<file path="src/rtl/interval_set_insert_find_defines.svh">
// assertion macros for the interval set block
// used by the top level; no other dependencies
`ifndef INTERVAL_SET_INSERT_FIND_DEFINES_SVH
`define INTERVAL_SET_INSERT_FIND_DEFINES_SVH

// condition implies consequence in the same cycle
`define ISIF_ASSERT_SAME(lbl, clk, rst_n, ante, cons, msg) \
    lbl: assert property (@(posedge clk) disable iff (!rst_n) (ante) |-> (cons)) \
        else $error(msg);

// condition implies consequence in the next cycle
`define ISIF_ASSERT_NEXT(lbl, clk, rst_n, ante, cons, msg) \
    lbl: assert property (@(posedge clk) disable iff (!rst_n) (ante) |=> (cons)) \
        else $error(msg);

`endif

</file>
<file path="src/rtl/isif_pkg.sv">
// shared constants and types for the interval set block
// no dependencies
`default_nettype none

package isif_pkg;

    localparam int MAX_N     = 64;
    localparam int ID_W      = 16;
    localparam int MEMBER_W  = 16;
    localparam int CNT_W     = $clog2(MAX_N + 1);
    localparam int OUT_CNT_W = 7;

    localparam logic REQ_FIND   = 1'b0;
    localparam logic REQ_INSERT = 1'b1;

    // broadcast to every cell
    typedef struct packed {
        logic            cmp;
        logic            shift_up;
        logic            shift_dn;
        logic            ext_lo;
        logic            ext_hi;
        logic [ID_W-1:0] id;
    } t_cell_ctl;

    // compare flags held by each cell
    typedef struct packed {
        logic below;
        logic hit;
        logic adj_lo;
        logic adj_hi;
    } t_cell_stat;

endpackage

`default_nettype wire

</file>
<file path="src/rtl/isif_cell.sv">
// one cell of the interval chain: holds one interval and its compare flags
// depends on isif_pkg
`default_nettype none

module isif_cell (
    input  wire                        i_clk,
    input  wire                        i_rst_n,
    input  wire isif_pkg::t_cell_ctl   i_ctl,
    input  wire                        i_valid,
    input  wire                        i_prev_below,
    input  wire  [isif_pkg::ID_W-1:0]  i_prev_low,
    input  wire  [isif_pkg::ID_W-1:0]  i_prev_high,
    input  wire  [isif_pkg::ID_W-1:0]  i_next_low,
    input  wire  [isif_pkg::ID_W-1:0]  i_next_high,
    output logic [isif_pkg::ID_W-1:0]  o_low,
    output logic [isif_pkg::ID_W-1:0]  o_high,
    output isif_pkg::t_cell_stat       o_stat
);
    import isif_pkg::*;

    logic [ID_W-1:0] r_low, n_low;
    logic [ID_W-1:0] r_high, n_high;
    t_cell_stat      r_stat, n_stat;
    logic [ID_W:0]   w_high_p1;
    logic [ID_W:0]   w_id_p1;

    assign w_high_p1 = {1'b0, r_high} + {{ID_W{1'b0}}, 1'b1};
    assign w_id_p1   = {1'b0, i_ctl.id} + {{ID_W{1'b0}}, 1'b1};

    always_comb begin
        n_stat = r_stat;
        if (i_ctl.cmp) begin
            n_stat.below  = i_valid && (r_high < i_ctl.id);
            n_stat.hit    = i_valid && (r_low <= i_ctl.id) && (i_ctl.id <= r_high);
            n_stat.adj_lo = i_valid && (w_high_p1 == {1'b0, i_ctl.id});
            n_stat.adj_hi = i_valid && (w_id_p1 == {1'b0, r_low});
        end
    end

    always_comb begin
        n_low  = r_low;
        n_high = r_high;
        priority if (i_ctl.shift_up) begin
            // cells at or above the insert point move up one place
            if (!r_stat.below) begin
                if (i_prev_below) begin
                    n_low  = i_ctl.id;
                    n_high = i_ctl.id;
                end else begin
                    n_low  = i_prev_low;
                    n_high = i_prev_high;
                end
            end
        end else if (i_ctl.shift_dn) begin
            // left neighbor absorbs the right one, the rest move down
            if (r_stat.adj_lo) begin
                n_high = i_next_high;
            end else if (!r_stat.below) begin
                n_low  = i_next_low;
                n_high = i_next_high;
            end
        end else if (i_ctl.ext_lo) begin
            if (r_stat.adj_lo) begin
                n_high = i_ctl.id;
            end
        end else if (i_ctl.ext_hi) begin
            if (r_stat.adj_hi) begin
                n_low = i_ctl.id;
            end
        end else begin
            // no update this cycle
            n_low  = r_low;
            n_high = r_high;
        end
    end

    always_ff @(posedge i_clk) begin
        if (!i_rst_n) begin
            r_stat <= '0;
        end else begin
            r_stat <= n_stat;
        end
    end

    always_ff @(posedge i_clk) begin
        r_low  <= n_low;
        r_high <= n_high;
    end

    assign o_low  = r_low;
    assign o_high = r_high;
    assign o_stat = r_stat;

endmodule

`default_nettype wire

</file>
<file path="config.mk">
export PLATFORM = sky130hd
export DESIGN_NAME = isif_cell
export DESIGN_NICKNAME = d
export VERILOG_FILES = /design/src/rtl/interval_set_insert_find_defines.svh /design/src/rtl/isif_pkg.sv /design/src/rtl/isif_cell.sv
export SDC_FILE = /design/constraint.sdc
export NUM_CORES = 1
export LEC_CHECK = 0
export CORE_ASPECT_RATIO = 1.1
export CORE_MARGIN = 2
export CORE_UTILIZATION = 51
export CTS_CLUSTER_DIAMETER = 40
export DETAILED_ROUTE_END_ITERATION = 16
export DONT_BUFFER_PORTS = 1
export MAX_ROUTING_LAYER = met4
export PLACE_DENSITY = 0.74
export SLEW_MARGIN = 20
export SYNTH_ARGS = -nofsm -noshare
export SYNTH_HDL_FRONTEND = slang
export SYNTH_SLANG_ARGS = --single-unit
</file>
<file path="constraint.sdc">
create_clock -name i_clk -period 4.9 [get_ports i_clk]
set_clock_uncertainty 0.1 [all_clocks]
set_input_delay 0.98 -clock i_clk [delete_from_list [all_inputs] [get_ports i_clk]]
set_output_delay 0.98 -clock i_clk [all_outputs]
set_load 0.02 [all_outputs]
</file>
# --- After elaboration in Yosys (flattened, before gate mapping) ---
# Index checks and enable logic that the tools add are counted.
op_classes:
  order_cmp: 3
  reduce_logical: 11
  n_addsub: 2
  mux: 17
  n_eq_ne: 7
op_table:
  columns: ["operator", "n"]
  rows:
  - ["$mux 16", 17]
  - ["$add 16x1->17 const B", 2]
  - ["$eq 17x16->1", 2]
  - ["$le 16x16->1", 2]
  - ["$lt 16x16->1", 1]
  - ["$reduce_bool 3->1", 4]
  - ["$ne 3x3->1 const B", 2]
  - ["$reduce_and 6->1", 1]
  - ["$logic_and 1x1->1", 5]
  - ["$ne 2x2->1 const B", 2]
  - ["$reduce_and 4->1", 1]
  - ["$ne 3x1->1 const B", 1]
totals:
  ff_bits: 36
  output_inout_bits: 36

# --- Longest topological paths before layout ---
depth:
  ltp_word: 5
  mapped_depth: 9

# --- Worst setup path before layout ---
# Ideal clock, no wire load.
synth_timing:
  path_type: "input to register"
  from: "input port i_ctl[18] in the netlist's numbering"
  to: "register r_high[0] (netlist: o_high[0]), enable pin"
  arrival_ns: 3.090
  required_ns: 4.384
  stages: 4
  slack_ns: 1.294
  path_cell_list: "clkbuf_1 clkbuf_1 nor2_1 o32ai_1"
synth_between:
  elab_chain_cells: 2
synth_lines:
  columns: ["element", "line_no", "rtl"]
  rows:
  - ["from (decl)", "isif_cell.sv:8", "input wire isif_pkg::t_cell_ctl i_ctl,"]
  - ["$ne 3x3->1 (no line) or $reduce_bool 3->1 (tied branches)", null, null]
  - ["$reduce_and 4->1 (no line) *", null, null]
  - ["to (signal assigned)", "isif_cell.sv:87", "r_high <= n_high;"]
  - ["to (decl)", "isif_cell.sv:22", "logic [ID_W-1:0] r_high, n_high;"]
# Mark *: on every way between the ends. The rest lies on a longest branch, timed or not.
# A chain may end at the register's enable or synchronous reset.

# --- Worst setup path in the final report ---
layout_timing:
  from: "input port i_ctl[0] in the netlist's numbering"
  to: "register r_stat (netlist bit o_stat[0])"
layout_between:
  elab_chain_cells: 3
layout_lines:
  columns: ["element", "line_no", "rtl"]
  rows:
  - ["$add 16x1->17", "isif_cell.sv:28", "assign w_id_p1 = {1'b0, i_ctl.id} + {{ID_W{1'b0}}, 1'b1};"]
  - ["$eq 17x16->1", "isif_cell.sv:36", "n_stat.adj_hi = i_valid && (w_id_p1 == {1'b0, r_low});"]
  - ["$logic_and 1x1->1", "isif_cell.sv:36", null]
  - ["to (signal assigned)", "isif_cell.sv:81", "r_stat <= n_stat;"]
  - ["to (decl)", "isif_cell.sv:23", "t_cell_stat r_stat, n_stat;"]
# Every way passes these cells.

==> reports/results.ini <==
[worst_setup_path]
arrival_ns=2.66
criticalPathCategory=in -> reg
r2r_end=o_stat[0]$_SDFFE_PN0P_
cp_max_fo=5
start_kind=input pin
required_ns=5.01
worstReg2RegStart=o_low[0]$_DFFE_PP_
reg2regPathDepth=7
cp-end-kind=register
r2r_slack_ns=2.48

[layout]
nFillCells=686
synthToLayoutAreaGrowth_pct=2.784
final_cells=519
drive_above_1_share=0.04398
final_cell_mix=o21ai_0, inv_1, mux2i_1, ha_1, nand2_1
nets=554
insertedDiodeCount=0
final_common_cell=o21ai_0

[timing]
relSlewSlack=0.5715
worst_pin_slew_ns=0.6369
fin_crit_sh=0.5186
max_freq_ghz=0.3935
slew_violations=0
setup_violations=0
finalCriticalPeriod_ns=2.541
hold_viol_final=0
setup_tns_ns=0
rsz0062_at_grt=false

[global_route]
grt_use_met2=0.4090
antenna_found_initial=0
grt_max_degree=68
grt_pass1_vias=3430
grt.overflow.total=0
grt_util_met1=0.3222
grt-busiest-layer=met2
grt_pass1_wl_um=16450
use_met3=0.05368
track_usage=0.2619

[clock_tree]
cts_buffers=5
cts_hold_buf=0
path_clk_slew_ns=0.07
insertion_delay_ns=0.29
numClockSinks=36
cts_root_buffer=clkbuf_8
cts-resized-gates=0
post-cts-setup-buffers=0
cts_tree=yes
htreeDepth=2
clockBufferDepth=2

[power]
p_per_area_nw_per_um2=246.6
seq_power_share=0.482
power.switching_mw=0.3432
pwr-share-comb=0.274
p_sw_frac=0.3503
p_clk_frac=0.244
cell_internal_pwr_mw=0.6365
p_leak_nw=1.575
ir_drop_mv=0.1140

[synth]
synth_edf_count=32
synth_area_um2=3865
avgSynthCellArea_um2=8.570
synthArstFlopShare=0
ys_warn_count=0
ys_ff_latch=36
syn-num-nets=574
synth.distinct_cells=59
synth_flop_cell=edfxtp_1
synthCells=451
ys_seq_area_frac=0.2693

[worst_hold_path]
hp-class=reg -> reg
whs_path_depth=2
hold_start=o_stat[0]$_SDFFE_PN0P_
whs_endpoint=o_stat[0]$_SDFFE_PN0P_

[route]
avgRoutedWirePerCell_um=21.03
drc_errors=0
firstDrtPassIters=6
drt_wl_total_um=10910
num_vias=3532
drt-initial-drc-count=269
detail-route-antenna-nets=0
vias_per_cell=6.805

[outcome]
status=completed

[die]
coreArea_um2=7391
die_w_um=87
dieArea_um2=8291
die_h_um=95.30
rows=33
start_util=0.5229
io_pins=125

[place]
place.gp.congestion=0.9608
dp.cells=511
portBuffers=0
dp_hpwl_um=8657

[run]
drv_cap=0

==> layer usage <==
metal / vias to the layer above / wire length [µm] / share of wire
li1: 1659 / - / -
met1: 1653 / 4415 / 0.40
met2: 184 / 5201 / 0.48
met3: 36 / 952 / 0.087
met4: 0 / 344 / 0.032
met5: - / 0 / 0
==> worst max-delay path by stage <==
stage,slack [ns],cells after the start,startpoint,end
final,2.36,6,i_ctl[0],o_stat[0]$_SDFFE_PN0P_
after global routing,2.28,6,i_ctl[0],o_stat[0]$_SDFFE_PN0P_
after CTS,2.35,6,i_ctl[0],o_stat[0]$_SDFFE_PN0P_
after detailed placement,2.05,6,i_ctl[0],o_stat[0]$_SDFFE_PN0P_
after global placement,2.09,6,i_ctl[0],o_stat[0]$_SDFFE_PN0P_
after floorplan,1.29,4,i_ctl[18],o_high[0]$_DFFE_PP_
==> power by group through the flow <==
stage | registers [mW] | clock network, mW | logic [mW]
6_report | 0.472 | 0.239 | 0.269
5_1_grt | 0.477 | 0.250 | 0.305
4_1_cts | 0.472 | 0.240 | 0.267
3_5_place_dp | 0.479 | 0 | 0.266
3_3_place_gp | 0.477 | 0 | 0.259
2_1_floorplan | 0.460 | 0 | 0.244
==> cells by family (layout without fill, tap and decap cells) <==
| logic type | after synthesis | after routing | share of synthesized area |
|---|---|---|---|
| XOR/XNOR | 33 | 33 | 0.07478 |
| flip-flops | 36 | 36 | 0.2693 |
| adder cells (fa/ha/maj) | 34 | 34 | 0.1101 |
| buffers and inverters | 65 | 46 | 0.06701 |
| AND/OR/NAND/NOR | 115 | 115 | 0.1603 |
| AO/OA/AOI/OAI | 133 | 133 | 0.2276 |
| multiplexers | 35 | 35 | 0.09097 |
==> synth_stat cells (3+ instances only) <==
master / instances / share of area
and3_1: 5 / 0.0081
a31oi_1: 5 / 0.0081
nor2_1: 15 / 0.015
dfxtp_1: 4 / 0.021
buf_2: 5 / 0.0065
clkbuf_1: 18 / 0.017
nand3_1: 9 / 0.012
nand4_1: 13 / 0.021
o21ai_0: 39 / 0.051
a21oi_1: 18 / 0.023
a21o_1: 6 / 0.012
nor4_1: 5 / 0.0081
or3_1: 7 / 0.011
inv_1: 36 / 0.035
nand2_1: 33 / 0.032
buf_1: 3 / 0.0029
o31ai_1: 4 / 0.0078
ha_1: 34 / 0.11
o211ai_1: 32 / 0.062
nor3_1: 7 / 0.0091
edfxtp_1: 32 / 0.25
xnor2_1: 18 / 0.041
xor2_1: 15 / 0.034
mux2i_1: 34 / 0.088
nor2b_1: 5 / 0.0081
a211oi_1: 7 / 0.014
==> flip-flops by register name (all words and copies together), names as in the netlist <==
register  count
o_high       16
o_low        16
o_stat        4
==> worst max-delay path, stage by stage <==
cell,delay [ns]
ha_1,0.29
or3_1,0.37
or4_1,0.52
nor3_1,0.19
nand4_1,0.12
o31ai_1,0.19
==> metrics by stage <==
| step | setup slack, ns | hold WS [ns] | cell area, µm² | utilization | power (mW) |
|---|---|---|---|---|---|
| 2_1_floorplan | 1.294 | 0.4409 | 3865 | - | 0.7042 |
| 3_3_place_gp | 2.086 | 0.4933 | 3872 | 0.5240 | 0.7358 |
| 3_5_place_dp | 2.049 | 0.5003 | 3872 | 0.5240 | 0.7446 |
| 4_1_cts | 2.354 | 0.5100 | 3973 | 0.5375 | 0.9793 |
| 5_1_grt | 2.285 | 0.5370 | 3973 | 0.5375 | 1.033 |
| 6_report | 2.359 | 0.5048 | 3973 | 0.5375 | 0.9796 |
==> final cells by class <==
class | instances | area (µm²) | area share
Sequential cell | 36 | 1041 | 0.2620
Timing Repair Buffer | 2 | 15.01 | 0.003780
Clock buffer | 8 | 100.1 | 0.02520
Tap cell | 87 | 108.9 | 0.02740
Inverter | 36 | 135.1 | 0.03402
Multi-Input combinational cell | 350 | 2572 | 0.6476
Note: power is estimated with default switching activity, not from simulation.
